File: config.mk
export PLATFORM = sky130hd
export DESIGN_NAME = diff_range_line_parser
export DESIGN_NICKNAME = d
export VERILOG_FILES = /design/src/rtl/core/drlp_pkg.sv /design/src/rtl/core/drlp_front.sv /design/src/rtl/core/drlp_queue.sv /design/src/rtl/core/drlp_back.sv /design/src/rtl/core/diff_range_line_parser.sv
export SDC_FILE = /design/constraint.sdc
export NUM_CORES = 1
export LEC_CHECK = 0
export BUFFER_PORTS_ARGS = -buffer_cell sky130_fd_sc_hd__buf_2
export CORE_MARGIN = 4
export CORE_UTILIZATION = 59
export DETAILED_ROUTE_END_ITERATION = 8
export PLACE_DENSITY_LB_ADDON = 0.3
export SLEW_MARGIN = 20
export SYNTH_ARGS = -nofsm -noshare
export SYNTH_HDL_FRONTEND = slang
export SYNTH_SLANG_ARGS = --single-unit
File: constraint.sdc
create_clock -name clk -period 9.7 [get_ports clk]
set_input_delay 0 -clock clk [delete_from_list [all_inputs] [get_ports clk]]
set_output_delay 0 -clock clk [all_outputs]
set_load 0.1 [all_outputs]
File: src/rtl/core/drlp_pkg.sv
package drlp_pkg;

    // accumulator width; numbers saturate at 2^NUM_W - 1
    localparam int NUM_W = 31;
    localparam logic [NUM_W-1:0] NUM_MAX = {NUM_W{1'b1}};

    // token queue between front and back
    localparam int QDEPTH = 4;
    localparam int QPTR_W = $clog2(QDEPTH);
    localparam int QCNT_W = $clog2(QDEPTH + 1);

    // input command codes
    localparam logic [1:0] CMD_CHAR = 2'd0;
    localparam logic [1:0] CMD_EOL  = 2'd1;
    localparam logic [1:0] CMD_EOF  = 2'd2;

    // record kind codes
    localparam logic [1:0] KIND_ADD = 2'd0;
    localparam logic [1:0] KIND_DEL = 2'd1;
    localparam logic [1:0] KIND_CHG = 2'd2;
    localparam logic [1:0] KIND_ERR = 2'd3;

    // characters of the change command syntax
    localparam logic [7:0] CH_ZERO  = 8'h30;
    localparam logic [7:0] CH_NINE  = 8'h39;
    localparam logic [7:0] CH_COMMA = 8'h2c;
    localparam logic [7:0] CH_A     = 8'h61;
    localparam logic [7:0] CH_D     = 8'h64;
    localparam logic [7:0] CH_C     = 8'h63;

    // token types carried through the queue
    localparam logic [1:0] TOK_CHAR = 2'd0;
    localparam logic [1:0] TOK_EOL  = 2'd1;
    localparam logic [1:0] TOK_EOF  = 2'd2;

    typedef struct packed {
        logic [1:0] command;
        logic [7:0] ch;
    } cmd_t;

    typedef struct packed {
        logic [30:0]        first_begin;
        logic signed [31:0] first_end;
        logic [30:0]        second_begin;
        logic signed [31:0] second_end;
        logic [1:0]         kind;
    } rec_t;

    typedef struct packed {
        logic [1:0] typ;
        logic       is_digit;
        logic [3:0] digit;
        logic       is_comma;
        logic       is_kind;
        logic [1:0] kind;
    } tok_t;

    // queue head as seen by the back end
    typedef struct packed {
        logic valid;
        logic full;
        tok_t tok;
    } q_head_t;

    typedef enum logic [7:0] {
        PH_FB   = 8'b0000_0001,
        PH_C1   = 8'b0000_0010,
        PH_FE   = 8'b0000_0100,
        PH_K    = 8'b0000_1000,
        PH_SB   = 8'b0001_0000,
        PH_C2   = 8'b0010_0000,
        PH_SE   = 8'b0100_0000,
        PH_STOP = 8'b1000_0000
    } phase_t;

endpackage

File: src/rtl/core/drlp_front.sv
module drlp_front (
    input  logic           cmd_valid,
    output logic           cmd_stall,
    input  drlp_pkg::cmd_t cmd,
    input  logic           q_full,
    output logic           push,
    output drlp_pkg::tok_t push_tok
);

    logic accept;

    assign cmd_stall = q_full;
    assign accept    = cmd_valid && !q_full;

    // unused command code is taken and dropped here
    assign push = accept && (cmd.command == drlp_pkg::CMD_CHAR ||
                             cmd.command == drlp_pkg::CMD_EOL  ||
                             cmd.command == drlp_pkg::CMD_EOF);

    always_comb
    begin
        push_tok.typ      = cmd.command;
        push_tok.is_digit = (cmd.ch >= drlp_pkg::CH_ZERO) && (cmd.ch <= drlp_pkg::CH_NINE);
        push_tok.digit    = 4'(cmd.ch - drlp_pkg::CH_ZERO);
        push_tok.is_comma = (cmd.ch == drlp_pkg::CH_COMMA);
        push_tok.is_kind  = 1'b1;
        push_tok.kind     = drlp_pkg::KIND_ADD;
        case (cmd.ch)
            drlp_pkg::CH_A: push_tok.kind = drlp_pkg::KIND_ADD;
            drlp_pkg::CH_D: push_tok.kind = drlp_pkg::KIND_DEL;
            drlp_pkg::CH_C: push_tok.kind = drlp_pkg::KIND_CHG;
            default:        push_tok.is_kind = 1'b0;
        endcase
        if (!push_tok.is_digit)
        begin
            push_tok.digit = 4'd0;
        end
    end

endmodule

File: src/rtl/core/drlp_queue.sv
module drlp_queue (
    input  logic              clk,
    input  logic              rst_n,
    input  logic              push,
    input  drlp_pkg::tok_t    push_tok,
    input  logic              pop,
    output drlp_pkg::q_head_t head
);

    drlp_pkg::tok_t                     slot_reg [drlp_pkg::QDEPTH];
    logic [drlp_pkg::QPTR_W-1:0]        wr_ptr_reg, wr_ptr_next;
    logic [drlp_pkg::QPTR_W-1:0]        rd_ptr_reg, rd_ptr_next;
    logic [drlp_pkg::QCNT_W-1:0]        count_reg, count_next;

    always_comb
    begin
        wr_ptr_next = wr_ptr_reg;
        rd_ptr_next = rd_ptr_reg;
        count_next  = count_reg;
        if (push)
        begin
            wr_ptr_next = (wr_ptr_reg == drlp_pkg::QPTR_W'(drlp_pkg::QDEPTH - 1)) ?
                          '0 : wr_ptr_reg + 1'b1;
        end
        if (pop)
        begin
            rd_ptr_next = (rd_ptr_reg == drlp_pkg::QPTR_W'(drlp_pkg::QDEPTH - 1)) ?
                          '0 : rd_ptr_reg + 1'b1;
        end
        case ({push, pop})
            2'b10:   count_next = count_reg + 1'b1;
            2'b01:   count_next = count_reg - 1'b1;
            default: count_next = count_reg;
        endcase
    end

    always_ff @(posedge clk or negedge rst_n)
    begin
        if (!rst_n)
        begin
            wr_ptr_reg <= '0;
            rd_ptr_reg <= '0;
            count_reg  <= '0;
        end
        else
        begin
            wr_ptr_reg <= wr_ptr_next;
            rd_ptr_reg <= rd_ptr_next;
            count_reg  <= count_next;
        end
    end

    always_ff @(posedge clk)
    begin
        if (push)
        begin
            slot_reg[wr_ptr_reg] <= push_tok;
        end
    end

    assign head.valid = (count_reg != '0);
    assign head.full  = (count_reg == drlp_pkg::QCNT_W'(drlp_pkg::QDEPTH));
    assign head.tok   = slot_reg[rd_ptr_reg];

endmodule

File: src/rtl/core/drlp_back.sv
module drlp_back (
    input  logic              clk,
    input  logic              rst_n,
    input  drlp_pkg::q_head_t head,
    output logic              pop,
    output logic              rec_valid,
    input  logic              rec_stall,
    output drlp_pkg::rec_t    rec
);

    drlp_pkg::phase_t             phase_reg, phase_next;
    logic [drlp_pkg::NUM_W-1:0]   nfb_reg, nfb_next;
    logic [drlp_pkg::NUM_W-1:0]   nfe_reg, nfe_next;
    logic [drlp_pkg::NUM_W-1:0]   nsb_reg, nsb_next;
    logic [drlp_pkg::NUM_W-1:0]   nse_reg, nse_next;
    logic [3:0]                   marks_reg, marks_next;
    logic [1:0]                   kind_reg, kind_next;
    logic                         kvalid_reg, kvalid_next;
    logic                         seen_reg, seen_next;
    logic                         made_reg, made_next;
    logic                         out_valid_reg, out_valid_next;
    drlp_pkg::rec_t               out_reg, out_next;

    logic                         out_ready;
    logic                         line_rec;
    logic                         emit;
    drlp_pkg::rec_t               line_out;
    drlp_pkg::tok_t               tok;
    logic [drlp_pkg::NUM_W-1:0]   acc_in;
    logic [drlp_pkg::NUM_W+3:0]   acc_wide;
    logic [drlp_pkg::NUM_W-1:0]   acc_out;

    assign tok       = head.tok;
    assign out_ready = !out_valid_reg || !rec_stall;
    assign pop       = head.valid && out_ready;

    // one shared x10 + digit accumulator, operand picked by phase
    always_comb
    begin
        case (phase_reg)
            drlp_pkg::PH_FB:                 acc_in = nfb_reg;
            drlp_pkg::PH_C1, drlp_pkg::PH_FE: acc_in = nfe_reg;
            drlp_pkg::PH_K, drlp_pkg::PH_SB:  acc_in = nsb_reg;
            default:                         acc_in = nse_reg;
        endcase
        acc_wide = ({4'd0, acc_in} << 3) + ({4'd0, acc_in} << 1) +
                   (drlp_pkg::NUM_W + 4)'(tok.digit);
        acc_out  = (acc_wide > {4'd0, drlp_pkg::NUM_MAX}) ?
                   drlp_pkg::NUM_MAX : acc_wide[drlp_pkg::NUM_W-1:0];
    end

    // record for the line held now
    always_comb
    begin
        line_rec              = marks_reg[0] && kvalid_reg && marks_reg[2];
        line_out.first_begin  = 31'(nfb_reg);
        line_out.first_end    = marks_reg[1] ? 32'(nfe_reg) : -32'sd1;
        line_out.second_begin = 31'(nsb_reg);
        line_out.second_end   = marks_reg[3] ? 32'(nse_reg) : -32'sd1;
        line_out.kind         = kind_reg;
    end

    always_comb
    begin
        phase_next     = phase_reg;
        nfb_next       = nfb_reg;
        nfe_next       = nfe_reg;
        nsb_next       = nsb_reg;
        nse_next       = nse_reg;
        marks_next     = marks_reg;
        kind_next      = kind_reg;
        kvalid_next    = kvalid_reg;
        seen_next      = seen_reg;
        made_next      = made_reg;
        emit           = 1'b0;
        out_next       = out_reg;
        out_valid_next = out_valid_reg;

        if (pop)
        begin
            case (tok.typ)
                drlp_pkg::TOK_CHAR:
                begin
                    seen_next = 1'b1;
                    case (phase_reg)
                        drlp_pkg::PH_FB:
                        begin
                            if (tok.is_digit)
                            begin
                                nfb_next      = acc_out;
                                marks_next[0] = 1'b1;
                            end
                            else if (marks_reg[0] && tok.is_comma)
                                phase_next = drlp_pkg::PH_C1;
                            else if (marks_reg[0] && tok.is_kind)
                            begin
                                kind_next   = tok.kind;
                                kvalid_next = 1'b1;
                                phase_next  = drlp_pkg::PH_K;
                            end
                            else
                                phase_next = drlp_pkg::PH_STOP;
                        end
                        drlp_pkg::PH_C1:
                        begin
                            if (tok.is_digit)
                            begin
                                nfe_next      = acc_out;
                                marks_next[1] = 1'b1;
                                phase_next    = drlp_pkg::PH_FE;
                            end
                            else
                                phase_next = drlp_pkg::PH_STOP;
                        end
                        drlp_pkg::PH_FE:
                        begin
                            if (tok.is_digit)
                                nfe_next = acc_out;
                            else if (tok.is_kind)
                            begin
                                kind_next   = tok.kind;
                                kvalid_next = 1'b1;
                                phase_next  = drlp_pkg::PH_K;
                            end
                            else
                                phase_next = drlp_pkg::PH_STOP;
                        end
                        drlp_pkg::PH_K:
                        begin
                            if (tok.is_digit)
                            begin
                                nsb_next      = acc_out;
                                marks_next[2] = 1'b1;
                                phase_next    = drlp_pkg::PH_SB;
                            end
                            else
                                phase_next = drlp_pkg::PH_STOP;
                        end
                        drlp_pkg::PH_SB:
                        begin
                            if (tok.is_digit)
                                nsb_next = acc_out;
                            else if (tok.is_comma)
                                phase_next = drlp_pkg::PH_C2;
                            else
                                phase_next = drlp_pkg::PH_STOP;
                        end
                        drlp_pkg::PH_C2:
                        begin
                            if (tok.is_digit)
                            begin
                                nse_next      = acc_out;
                                marks_next[3] = 1'b1;
                                phase_next    = drlp_pkg::PH_SE;
                            end
                            else
                                phase_next = drlp_pkg::PH_STOP;
                        end
                        drlp_pkg::PH_SE:
                        begin
                            if (!tok.is_digit)
                                phase_next = drlp_pkg::PH_STOP;
                            else
                                nse_next = acc_out;
                        end
                        default:
                        begin
                            phase_next = phase_reg;
                        end
                    endcase
                end
                drlp_pkg::TOK_EOL, drlp_pkg::TOK_EOF:
                begin
                    // close the line
                    phase_next  = drlp_pkg::PH_FB;
                    nfb_next    = '0;
                    nfe_next    = '0;
                    nsb_next    = '0;
                    nse_next    = '0;
                    marks_next  = '0;
                    kind_next   = '0;
                    kvalid_next = 1'b0;
                    emit        = line_rec;
                    out_next    = line_out;
                    if (tok.typ == drlp_pkg::TOK_EOL)
                    begin
                        seen_next = 1'b1;
                        made_next = made_reg || line_rec;
                    end
                    else
                    begin
                        if (!line_rec && seen_reg && !made_reg)
                        begin
                            emit                  = 1'b1;
                            out_next.first_begin  = '0;
                            out_next.first_end    = '0;
                            out_next.second_begin = '0;
                            out_next.second_end   = '0;
                            out_next.kind         = drlp_pkg::KIND_ERR;
                        end
                        seen_next = 1'b0;
                        made_next = 1'b0;
                    end
                end
                default:
                begin
                    emit = 1'b0;
                end
            endcase
        end

        if (out_ready)
        begin
            out_valid_next = emit;
        end
    end

    always_ff @(posedge clk or negedge rst_n)
    begin
        if (!rst_n)
        begin
            phase_reg     <= drlp_pkg::PH_FB;
            nfb_reg       <= '0;
            nfe_reg       <= '0;
            nsb_reg       <= '0;
            nse_reg       <= '0;
            marks_reg     <= '0;
            kind_reg      <= '0;
            kvalid_reg    <= 1'b0;
            seen_reg      <= 1'b0;
            made_reg      <= 1'b0;
            out_valid_reg <= 1'b0;
        end
        else
        begin
            phase_reg     <= phase_next;
            nfb_reg       <= nfb_next;
            nfe_reg       <= nfe_next;
            nsb_reg       <= nsb_next;
            nse_reg       <= nse_next;
            marks_reg     <= marks_next;
            kind_reg      <= kind_next;
            kvalid_reg    <= kvalid_next;
            seen_reg      <= seen_next;
            made_reg      <= made_next;
            out_valid_reg <= out_valid_next;
        end
    end

    always_ff @(posedge clk)
    begin
        out_reg <= out_next;
    end

    assign rec_valid = out_valid_reg;
    assign rec       = out_reg;

endmodule

File: src/rtl/core/diff_range_line_parser.sv
// channel | dir | handshake           | beat
// --------+-----+---------------------+------------------------------------
// cmd     | in  | cmd_valid/cmd_stall | command (char/eol/eof), ch
// rec     | out | rec_valid/rec_stall | first/second begin+end, kind
//
// One beat per cycle sustained while rec_stall stays low; a beat's record reaches rec
// after acceptance through the queue slot, then the output register.
// The parse FSM and shared x10 accumulator in the back end update once a cycle while a token is popped.
// rst_n is asynchronous: parser returns to line start, queue and output empty.
// cmd_stall rises only when the 4-entry token queue is full; the back end
// stalls on its own only while a record sits unaccepted in the output register.
module diff_range_line_parser (
    input  logic           clk,
    input  logic           rst_n,
    input  logic           cmd_valid,
    output logic           cmd_stall,
    input  drlp_pkg::cmd_t cmd,
    output logic           rec_valid,
    input  logic           rec_stall,
    output drlp_pkg::rec_t rec
);

    // front -> queue
    logic              push;
    drlp_pkg::tok_t    push_tok;
    // queue -> back
    drlp_pkg::q_head_t head;
    logic              pop;

    // front end: handshake and character classification
    drlp_front u_front (
        .cmd_valid (cmd_valid),
        .cmd_stall (cmd_stall),
        .cmd       (cmd),
        .q_full    (head.full),
        .push      (push),
        .push_tok  (push_tok)
    );

    // short token queue decoupling the two halves
    drlp_queue u_queue (
        .clk      (clk),
        .rst_n    (rst_n),
        .push     (push),
        .push_tok (push_tok),
        .pop      (pop),
        .head     (head)
    );

    // back end: parse FSM, accumulators, record register
    drlp_back u_back (
        .clk       (clk),
        .rst_n     (rst_n),
        .head      (head),
        .pop       (pop),
        .rec_valid (rec_valid),
        .rec_stall (rec_stall),
        .rec       (rec)
    );

    // error record carries nothing but its kind
    a_err_rec_zero: assert property (@(posedge clk) disable iff (!rst_n)
        rec_valid && rec.kind == drlp_pkg::KIND_ERR |->
        rec.first_begin == '0 && rec.second_begin == '0 &&
        rec.first_end == '0 && rec.second_end == '0)
        else $error("error record with nonzero range");

    // ends are either absent (-1) or a saturated non-negative number
    a_end_range: assert property (@(posedge clk) disable iff (!rst_n)
        rec_valid && rec.kind != drlp_pkg::KIND_ERR |->
        (!rec.first_end[31] || rec.first_end == -32'sd1) &&
        (!rec.second_end[31] || rec.second_end == -32'sd1))
        else $error("record end out of range");

    // a full queue always presents a head to the back end
    a_full_has_head: assert property (@(posedge clk) disable iff (!rst_n)
        head.full |-> head.valid)
        else $error("queue full without valid head");

    // back end never drains the queue while its record is held
    a_no_pop_on_hold: assert property (@(posedge clk) disable iff (!rst_n)
        rec_valid && rec_stall |-> !pop)
        else $error("token consumed while record stalled");

endmodule
==> results of run 1 <==
-- stage by stage --
stage               setup WS [ns]  utilization  hold WS, ns
floorplan                    4.30            -       -0.296
global placement             3.80        0.638       0.0456
detailed placement           3.61        0.638       0.0503
CTS                          3.58        0.687       0.0785
global route                 3.19        0.687        0.136
finish                       3.47        0.687       0.0542
-- worst max-delay path: stages (launching register included) --
cell and delay (ns):
dfrtp_1 0.44, nor3_4 0.29, nand3b_1 0.26, nor3b_4 0.23, buf_4 0.42, a22o_1 0.22
a221o_1 0.13, inv_1 0.06, fa_1 0.59, inv_1 0.06, ha_1 0.29, a211oi_1 0.08
o21bai_2 0.26, o2111ai_1 0.24, a2111oi_2 0.62, o211a_1 0.25, o221ai_4 0.18, a2111oi_4 0.88
buf_4 0.44, a21oi_1 0.12
-- path summary, 6_finish.rpt --
| path | from | end | slack [ns] |
|---|---|---|---|
| max | u_back.phase_reg[7] | u_back.nsb_reg[16] | 3.47 |
| min | rst_n | u_back.nsb_reg[6] | 0.05 |
| max reg2reg | u_back.phase_reg[7] | u_back.nsb_reg[16] | 3.47 |
| min reg2reg | u_back.seen_reg | u_back.seen_reg | 0.49 |
| max in group asynchronous | rst_n | u_back.nse_reg[26] | 8.48 |
| min in group clk | cmd[8] | u_queue.slot_reg[0][9] | 0.29 |
-- cell families after synthesis --
family / Yosys count / share of synthesized area
compound gates: 488 / 0.192
flops: 321 / 0.566
simple gates: 277 / 0.0929
buf+inv: 183 / 0.0467
fa+ha+maj: 74 / 0.0603
xor+xnor: 33 / 0.0184
mux: 23 / 0.0236
-- per-layer routing --
layer	up-vias	part of all wire	wire length, µm
li1	5364	-	-
met1	5642	0.40	15000
met2	551	0.49	18600
met3	109	0.071	2680
met4	0	0.037	1380
met5	-	0	0
-- cells in the final DEF, fill, tap and decap left out, drive strengths merged, types with 5 or more instances in the layout --
| cell type | n |
|---|---|
| o21a | 7 |
| or3 | 7 |
| or2 | 6 |
| edfxtp | 172 |
| and2 | 8 |
| nor2b | 67 |
| xnor2 | 15 |
| ha | 71 |
| nand4 | 6 |
| nand2b | 8 |
| mux4 | 10 |
| nand3b | 5 |
| clkinv | 9 |
| a222oi | 28 |
| a21oi | 288 |
| o21ai | 100 |
| nand2 | 94 |
| mux2 | 10 |
| nor2 | 36 |
| a21o | 10 |
| dfrtp | 148 |
| o211ai | 10 |
| nor3 | 13 |
| xor2 | 18 |
| buf | 161 |
| a2111oi | 6 |
| dlygate4sd3 | 15 |
| clkbuf | 50 |
| a211oi | 6 |
| inv | 100 |
| nand3 | 7 |
| and3 | 7 |
-- cell type report --
cell class              instances  area [µm²]  share of cell area
clock inverters                12         113             0.00627
multi-input cells             895        6140               0.342
flip-flops and latches        321        8890               0.495
inverters                      99         374              0.0208
clock buffers                  50        1000              0.0560
well taps                     335         419              0.0233
repair buffers                176        1010              0.0563
==> results by stage, run 1 <==
Layout:
- The net count reported at finish is approximately 1.6k.
- Summing all non-filler instances in the final layout gives an area of between 15,000 and 20,000 µm².
- Of the cells placed in the final design, the portion with a size suffix greater than 1 is 0.186.
- The total inserted antenna cells is 0.
- Counting the fill cells in the layout gives about 1.9k.
- The growth of design area from synthesis to finish is 14.2%.
- The register with the most flip-flops in the layout has 128 of them.
- Once layout is complete, the cells apart from fillers number ~1.9k.

Placement:
- The routability-driven placement congestion ratio is between 0.9 and 1.
- The half-perimeter wire length of the detailed placement result is around 24 mm.
- The count of placed standard cells including taps is between 1.5k and 2k.
- The instance area at placement is around 17,000 µm².
- During placement, the flow inserted port buffers numbering between 100 and 150.

Synthesis:
- The most common cell in the synthesized netlist is a21oi_1.
- After synthesis, the netlist uses 69 different library cells.
- The commonest register cell after synthesis is edfxtp_1.
- For this run, the number of Yosys warnings is 0.
- By count the netlist is led by a21oi_1 (257), edfxtp_1 (172), dfrtp_1 (148).
- Synthesis inferred ~320 register bits.
- Synthesis produced approximately 1.4k cells.
- Sorting the synthesized cells by area gives the leading types as edfxtp_1 (33%), dfrtp_1 (24%), a21oi_1 (8.2%), ha_1 (5.6%), o21ai_0 (3.2%).
- The biggest area consumer among synthesized cells is edfxtp_1.
- The share of synthesized area occupied by flip-flops and latches is 0.566.
- For this run, asynchronously set or reset flops after synthesis account for 0.464.
- The synthesized area divided by synthesized cell count is roughly 11 µm².
- The cell area that synthesis handed to floorplanning was roughly 16,000 µm².
- The number of enable flip-flop cells after synthesis is 172.
- The area fraction of the dominant cell type after synthesis is 0.328.
- The post-synthesis net count is approximately 1.5k.

Detailed routing:
- The wire length reported by the detailed router is between 30 and 40 mm.
- The post-route DRC violation count is 0.
- Using the TritonRoute via totals, the vias-per-cell ratio works out to ~6.2.
- The number of design-rule violations left by the first detailed-router iteration is between 1k and 1.5k.
- The number of iterations in the first detailed-routing pass is 8.
- The antenna violation net count after detailed routing is 0.
- The wire length per cell is between 15 and 20 µm.
- The vias after detailed routing is 11.7k.

Clock tree:
- The number of gates given a new drive strength after cts is 0.
- The H-tree generated during clock tree synthesis spans 2 levels.
- The clock tree from TritonCTS is yes.
- Buffers added to address setup during post-CTS repair amount to 0.
- The number of sinks handled by clock tree synthesis is 321.
- Counting along the longest clock path gives a buffer depth of 3.
- The tree is rooted in a clkbuf_16.
- The clock latency reported for the late side of the worst-skew pair is around 0.51 ns.
- In this run, post-CTS hold repair placed 15 buffers.
- The CTS clock-pin slew for the worst setup and hold paths is approximately 0.060 ns.
- The CTS buffer count is 34.

Critical path:
- The critical path is of the register to register type.
- The worst setup path is launched from a register.
- In this run the worst path has a maximum fanout of 32.
- The data required time of the worst path is slightly above 10 ns.
- The count of cells along the worst register-to-register path is 19.
- Data on the critical path arrives at its endpoint at ~6.6 ns.
- The kind of end point of the critical path is a register.

Outcome:
- The flow ran to the end, and the final reports show no timing, DRC or antenna violations.

Floorplanning:
- The initial core utilization is 0.602.
- From left edge to right edge, the die measures 171 µm.
- The site row count is 59.
- The number of top-level pins is about 140.
- In this run the vertical extent of the chip is around 170 µm.
- The total area inside the core boundary comes to between 20,000 and 30,000 µm².
- The die covers a little under 30,000 µm².

Global routing:
- The pin count of the biggest net entering global routing is 81.
- The via count of the first global-routing pass is about 12k.
- The all-layer global routing usage is 0.258.
- The met1 usage in global routing is 0.336.
- In the global route stage, met3 resource usage came out at 0.0409.
- The met2 demand-to-capacity share in global routing is 0.439.
- The aggregate global routing overflow is 0.
- The layer flagged by global routing as most heavily used is met2.
- The number of antenna violations at the first check in global routing is 0.
- The first global-routing pass estimated between 60 and 70 mm of wire.

Timing:
- Derived from the worst setup path, the maximum achievable clock frequency is 160 MHz.
- In the finished design, the share of the clock period the worst path needs comes to 0.643.
- The count of endpoints failing setup in the final report is 0.
- For the final database, setup skew stands at ~0.014 ns.
- The number of hold-slack violations in the final timing report is 0.
- At the pin with the least slew margin, the transition time is ~1.1 ns.
- Setup repair after global routing left no endpoint under its margin.
- The max-slew violation total from the final report is 0.
- The shortest clock period the worst path allows after layout is 6.23 ns.
- Headroom to the max-slew limit came out at 0.266.
- Summed over all failing endpoints, the final setup total negative slack is 0 ns.

Worst hold path:
- The path class of the tightest hold or removal check is input pin to async pin.

Run:
- The tool flagged a number of max-cap violations equal to 0.
Power of run 1 is not shown: default switching activity piles up to over one toggle a cycle in this logic, so the estimate is an artifact.
==> run 2: changes to the inputs <==
==> constraint.sdc (replaced) <==
create_clock -name clk -period 6 [get_ports clk]
set_input_delay 0 -clock clk [delete_from_list [all_inputs] [get_ports clk]]
set_output_delay 0 -clock clk [all_outputs]
set_load 0.1 [all_outputs]
==> run 2 against run 1 <==
Compared with the run above:
- sequential share of layout area is 0.34 points lower
- global-route usage is 1.3 points higher
- worst setup slack worse by 3.0 ns
- via count is 1.3% higher
- worst hold slack worse by 0.0021 ns
- critical path type unchanged
- final area is 0.70% higher
- critical path depth stayed put
- non-clock buffer count is 10 higher
- flip-flop and latch count stayed put
==> results by stage, run 2 (same netlist as run 1, synthesis figures left out) <==
Clock tree:
- The number of levels in the clock H-tree is 2 (unchanged).
- The CTS buffer count is 34 (unchanged).
- The CTS clock-pin slew for the worst setup and hold paths was 0.06 ns (about the same).
- The library cell used as clock root buffer is clkbuf_16.
- The number of buffers added for setup after CTS is 0 (unchanged).
- The number of gates given a new drive strength after cts is 0 (unchanged).
- The number of sinks handled by clock tree synthesis is 321 (unchanged).
- TritonCTS built the clock tree.
- The clock latency reported for the late side of the worst-skew pair is 0.52 ns (about the same).
- The maximum buffer depth of the clock tree is 3 (unchanged).
- The count of hold-fix buffers inserted at cts is 15 (unchanged).

Layout:
- The fill cell total of the finished layout came to 1,929 (+0.57%).
- The library cells used most frequently in the layout, excluding fill and tap cells, are a21oi_1 (256), edfxtp_1 (172), dfrtp_1 (148).
- The flip-flop count of the largest register, all copies and words added is 128 (unchanged).
- The core occupancy in the finished layout is 0.692 (+0.00479).
- The library cell used most frequently in the layout, excluding fill and tap cells, is a21oi_1.
- The storage element area came to 8890 µm² (unchanged).
- The growth of design area from synthesis to finish is 15.0%.
- The layout cell share with drive strength beyond 1 is 0.194 (+0.00777).
- The area of the multi-input gates is 6150 µm² (+0.20%).
- The total inserted antenna cells is 0 (unchanged).
- The net count reported at finish is 1,625 (+0.62%).
- The final non-filler cell area was 18,100 µm² (+0.70%).

Placement:
- The setup slack after placement is 0.560 ns (-3.05 ns).
- The half-perimeter wire length of the detailed placement result is 25.8 mm (+5.5%).
- The number of input and output port buffers inserted came to 143 (unchanged).
- The instance area at placement is 16,800 µm² (+0.57%).
- The routability-driven placement congestion ratio is 0.933 (-0.76%).

Floorplanning:
- The core outline area is 26,100 µm² (unchanged).
- The site row count is 59 (unchanged).
- The die outline area was 29,300 µm² (unchanged).
- The height of the die is 171 µm (unchanged).
- The die outline width came to 171 µm (unchanged).
- The number of top-level pins is 144 (unchanged).
- The initial core utilization is 0.602 (unchanged).

Critical path:
- The count of buffering cells on the critical path with inverters included is 4 (unchanged).
- The biggest fanout along the worst timing path was 16 (-50%).
- The endpoint of the worst setup timing path is u_back.nfb_reg[17].
- The critical register-to-register path endpoint is u_back.nfb_reg[17].
- The kind of end point of the critical path is a register.
- The cell count along the critical path is 19 (unchanged).
- The launch instance of the worst register-to-register path is u_back.phase_reg[7].
- The count of cells along the worst register-to-register path is 19 (unchanged).
- The worst setup path is of the register to register kind.
- The register-to-register path setup slack is 0.50 ns (-2.97 ns).
- Traced cell by cell, the critical path runs through nor3_4 -> nand3b_1 -> nor3b_4 -> buf_4 -> a22o_1 -> a221o_1 -> inv_1 -> fa_1 -> inv_1 -> ha_1 -> a211oi_1 -> o21bai_2 -> o2111ai_1 -> a2111oi_2 -> o211a_1 -> o221ai_4 -> a2111oi_4 -> buf_4 -> a21oi_2.
- The kind of cell with the highest combined delay on the critical path is compound AO/OA/AOI/OAI gates.
- The largest stage delay on the critical path is 0.63 ns (-0.25 ns).
- The endpoint arrival time on the critical path is 5.88 ns (-0.71 ns).
- The data required time of the worst path was 6.38 ns (-3.67 ns).
- Tracing the worst setup path back leads to its startpoint at u_back.phase_reg[7].
- The launching element type of the critical path is a register.
- The slowest stage of the critical path is the a2111oi_2 cell.

Timing:
- The remaining max-slew budget at the tightest pin is 0.298 (+0.0320).
- The final setup TNS is 0 ns (unchanged).
- The upper clock frequency limit is 182 MHz (+13%).
- The number of hold-slack violations in the final timing report is 0 (unchanged).
- The shortest clock period the worst path allows after layout is 5.50 ns (-0.730 ns).
- The period utilization is 0.917 (+0.275).
- Setup repair after global routing left no endpoint under its margin.
- The max-slew violation total from the final report is 0 (unchanged).
- The measured slew at the worst slew-check pin is 1.05 ns (-0.0477 ns).
- The count of endpoints failing setup in the final report came to 0 (unchanged).
- The final setup skew is 0.0199 ns (+0.00568 ns).
- The post-route worst setup slack is 0.496 ns (-2.97 ns).

Detailed routing:
- The average via count per standard cell is 6.23 (+0.81%).
- The wire length reported by the detailed router is 39.6 mm (+5.1%).
- The wire length per cell came to 20.9 µm (+4.6%).
- The vias after detailed routing came to 11.8k (+1.3%).
- The antenna violation net count after detailed routing is 0 (unchanged).
- The post-route DRC violation count came to 0 (unchanged).
- The number of design-rule violations left by the first detailed-router iteration came to 1,255 (+4.6%).
- The number of iterations in the first detailed-routing pass came to 7 (-1).

Outcome:
- The flow ran to the end, and the final reports show no timing, DRC or antenna violations.

Worst hold path:
- The class of the tightest hold or removal check is input pin to async pin.

Global routing:
- The wire length of the first global-routing pass came to 63.6 mm (+4.5%).
- The number of antenna violations at the first check in global routing is 0 (unchanged).
- The via count of the first global-routing pass is 12.1k (+3.6%).
- The pin count of the biggest net entering global routing is 82 (+1.2%).
- The all-layer global routing usage is 0.271 (+0.0129).
- The aggregate global routing overflow is 0 (unchanged).

Run:
- The max-cap check violation count is 0 (unchanged).
==> run 2: worst min-delay path by stage <==
| stage | startpoint | end | slack [ns] | cells past startpoint |
|---|---|---|---|---|
| CTS | rst_n | u_back.nsb_reg[6] | 0.08 | 2 |
| global placement | rst_n | u_back.nsb_reg[6] | 0.04 | 1 |
| global route | rst_n | u_back.nsb_reg[6] | 0.12 | 2 |
| floorplan | rst_n | u_back.kind_reg[0] | -0.30 | 0 |
| finish | rst_n | u_back.nsb_reg[6] | 0.05 | 2 |
| detailed placement | rst_n | u_back.nsb_reg[6] | 0.04 | 1 |
==> run 2: worst reg2reg max path: stages (launching register included) <==
cell	delay [ns]
dfrtp_1	0.44
nor3_4	0.28
nand3b_1	0.28
nor3b_4	0.31
buf_4	0.28
a22o_1	0.18
a221o_1	0.13
inv_1	0.06
fa_1	0.59
inv_1	0.06
ha_1	0.30
a211oi_1	0.09
o21bai_2	0.27
o2111ai_1	0.23
a2111oi_2	0.63
o211a_1	0.26
o221ai_4	0.18
a2111oi_4	0.36
buf_4	0.37
a21oi_2	0.09
==> run 2: cell type report <==
class | count | share of cell area
Sequential cell | 321 | 0.492
Clock buffer | 46 | 0.0542
Timing Repair Buffer | 186 | 0.0608
Clock inverter | 16 | 0.00900
Tap cell | 335 | 0.0232
Multi-Input combinational cell | 895 | 0.340
Inverter | 99 | 0.0207
==> run 2: per-stage QoR <==
step	instances	hold slack, ns
after floorplan	1399	-0.296
after global placement	1821	0.0383
after detailed placement	1821	0.0410
after CTS	1898	0.0774
after global routing	1898	0.119
final	1898	0.0521
==> run 2: routing by layer <==
metal / GRT usage / wire length [µm]
met1: 0.355 / 15700
met2: 0.464 / 19700
met3: 0.0423 / 2910
met4: 0.0978 / 1360
met5: 0 / 0
Power of run 2 is left out for the same reason.
==> run 3: changes to the inputs <==
--- a/config.mk
+++ b/config.mk
@@ -8,6 +8,7 @@
 export BUFFER_PORTS_ARGS = -buffer_cell sky130_fd_sc_hd__buf_2
 export CORE_MARGIN = 4
 export CORE_UTILIZATION = 59
+export CTS_BUF_LIST = sky130_fd_sc_hd__clkbuf_16
 export DETAILED_ROUTE_END_ITERATION = 8
 export PLACE_DENSITY_LB_ADDON = 0.3
 export SLEW_MARGIN = 20
==> constraint.sdc (replaced) <==
create_clock -name clk -period 5.7 [get_ports clk]
set_input_delay 0 -clock clk [delete_from_list [all_inputs] [get_ports clk]]
set_output_delay 0 -clock clk [all_outputs]
set_load 0.1 [all_outputs]
==> run 3 against run 2 <==
Compared with the run above:
- core utilization barely moved
- clock skew fell by 0.0054 ns
- non-clock buffer count rose by 5
- critical path depth fell by 1
- critical endpoint is now u_back.nfb_reg[1]
- clock-buffer cell count fell by 9
- die area did not move
- flip-flop and latch count did not move
==> results by stage, run 3 (same netlist as run 1, synthesis figures left out) <==
Outcome:
- The run finished with clean final reports.

Clock tree:
- The number of buffers added for setup after CTS is 0 (unchanged).
- The clock tree from TritonCTS is yes.
- The CTS buffer count is 34 (unchanged).
- The number of sinks handled by clock tree synthesis came to 321 (unchanged).
- The tree is rooted in a clkbuf_16.
- The CTS clock-pin slew for the worst setup and hold paths is 0.06 ns (about the same).
- The maximum buffer depth of the clock tree is 3 (unchanged).
- The clock latency reported for the late side of the worst-skew pair was 0.51 ns (about the same).
- The number of levels in the clock H-tree is 2 (unchanged).

Timing:
- The shortest clock period the worst path allows after layout is 5.42 ns (-0.0806 ns).
- The remaining max-slew budget at the tightest pin came to 0.337 (+0.0388).
- The measured slew at the worst slew-check pin is 0.984 ns (-0.0663 ns).
- The upper clock frequency limit is 184 MHz (+1.5%).
- The final setup skew is 0.0145 ns (-0.00542 ns).
- The max-slew violation total from the final report is 0 (unchanged).
- Setup repair after global routing left no endpoint under its margin.
- The post-route worst setup slack was 0.277 ns (-0.219 ns).
- The period utilization is 0.951 (+0.0341).
- The count of endpoints failing setup in the final report came to 0 (unchanged).
- The final setup TNS was 0 ns (unchanged).
- The number of hold-slack violations in the final timing report is 0 (unchanged).

Global routing:
- The pin count of the biggest net entering global routing is 80 (-2.4%).
- The number of antenna violations at the first check in global routing is 0 (unchanged).
- The via count of the first global-routing pass is 12.2k (+0.19%).
- The aggregate global routing overflow is 0 (unchanged).
- The wire length of the first global-routing pass came to 62.7 mm (-1.4%).
- The all-layer global routing usage is 0.267 (-0.00442).

Floorplanning:
- The core outline area was 26,100 µm² (unchanged).
- The site row count is 59 (unchanged).
- The number of top-level pins is 144 (unchanged).
- The initial core utilization is 0.602 (unchanged).
- The die outline area came to 29,300 µm² (unchanged).
- The height of the die is 171 µm (unchanged).
- The die outline width was 171 µm (unchanged).

Placement:
- The number of input and output port buffers inserted is 143 (unchanged).
- The count of placed standard cells including taps is 1,825 (+0.22%).
- The routability-driven placement congestion ratio is 0.912 (-2.2%).
- The setup slack after placement was 0.343 ns (-0.216 ns).
- The half-perimeter wire length of the detailed placement result is 26.0 mm (+0.96%).

Detailed routing:
- The wire length per cell came to 20.6 µm (-1.5%).
- The average via count per standard cell is 6.23 (about the same).
- The wire length reported by the detailed router is 39.1 mm (-1.3%).
- The vias after detailed routing came to 11.9k (+0.27%).
- The number of iterations in the first detailed-routing pass came to 9 (+2).
- The antenna violation net count after detailed routing is 0 (unchanged).
- The post-route DRC violation count is 0 (unchanged).
- The number of design-rule violations left by the first detailed-router iteration is 1,405 (+12%).

Layout:
- The top cell types in the final layout, fill and taps aside, are a21oi_1 (256), edfxtp_1 (172), dfrtp_1 (148).
- The flip-flop count of the largest register, all copies and words added is 128 (unchanged).
- Leaving out fill and tap cells, the most frequent cell in the layout is a21oi_1.
- The count of non-filler cells in the finished layout was 1,902 (+0.21%).
- The net count reported at finish is 1,630 (+0.31%).
- The total inserted antenna cells is 0 (unchanged).
- The layout cell share with drive strength beyond 1 came to 0.198 (+0.00397).
- The growth of design area from synthesis to finish is 15.1% (about the same).

Run:
- The max-cap check violation count is 0 (unchanged).

Critical path:
- Walking the worst path, the cells encountered are nor3_4 -> nand3_1 -> nand2_1 -> buf_4 -> a221o_1 -> inv_1 -> fa_1 -> inv_1 -> ha_1 -> a211oi_1 -> o21bai_2 -> o2111ai_1 -> a2111oi_2 -> o211a_1 -> o221ai_4 -> a2111oi_4 -> buf_4 -> a21oi_1.
- The worst setup path is captured at a register.
- The endpoint arrival time on the critical path is 5.80 ns (-0.08 ns).
- The biggest fanout along the worst timing path is 18 (+2).
- The data required time of the worst path is 6.08 ns (-0.30 ns).
- The count of buffering cells on the critical path with inverters included is 4 (unchanged).
- The largest stage delay on the critical path is 0.64 ns (about the same).
- The setup path with the least slack is of type register to register.
- The launching element type of the critical path is a register.
- The slowest stage of the critical path is the a2111oi_2 cell.
- The cell family contributing the most delay on the critical path is compound AO/OA/AOI/OAI gates.

Worst hold path:
- The min-delay analysis places its worst path in the category input pin to async pin.
-- run 3: final cells by class --
cell class | count | area, µm²
Sequential cell | 321 | 8890
Fill cell | 1929 | 8040
Multi-Input combinational cell | 895 | 6150
Timing Repair Buffer | 191 | 1140
Clock buffer | 37 | 926
Tap cell | 335 | 419
Inverter | 99 | 374
Clock inverter | 24 | 194
-- run 3: repair_timing --
item / in CTS / in global routing
hold endpoints to repair: 125 / 0
gates resized for setup: 0 / 3
hold buffers: 16 / 0
setup endpoints to repair: 0 / 59
-- run 3: final timing paths --
path / from / end / slack (ns) / cells past startpoint
min reg2reg: u_back.seen_reg / u_back.seen_reg / 0.49 / 2
max: u_back.phase_reg[2] / u_back.nfb_reg[1] / 0.28 / 18
min: rst_n / u_back.nsb_reg[7] / 0.07 / 2
max reg2reg: u_back.phase_reg[2] / u_back.nfb_reg[1] / 0.28 / 18
max in group asynchronous: rst_n / u_back.nsb_reg[27] / 4.20 / 3
min in group clk: cmd[8] / u_queue.slot_reg[2][9] / 0.26 / 2
-- run 3: metrics by stage --
step / area, µm² / utilization / hold WS, ns
after global routing: 18100 / 0.692 / 0.136
after CTS: 18100 / 0.692 / 0.107
after global placement: 16800 / 0.643 / 0.0684
final: 18100 / 0.692 / 0.0735
after floorplan: 15700 / - / -0.296
after detailed placement: 16800 / 0.643 / 0.0726
-- run 3: layer usage --
metal	global-route usage	wire length [µm]	vias to the layer above
li1	-	-	5377
met1	0.346	15500	5777
met2	0.458	19400	606
met3	0.0485	3180	95
met4	0.0896	1080	0
met5	0	0	-
Power of run 3 is left out for the same reason.
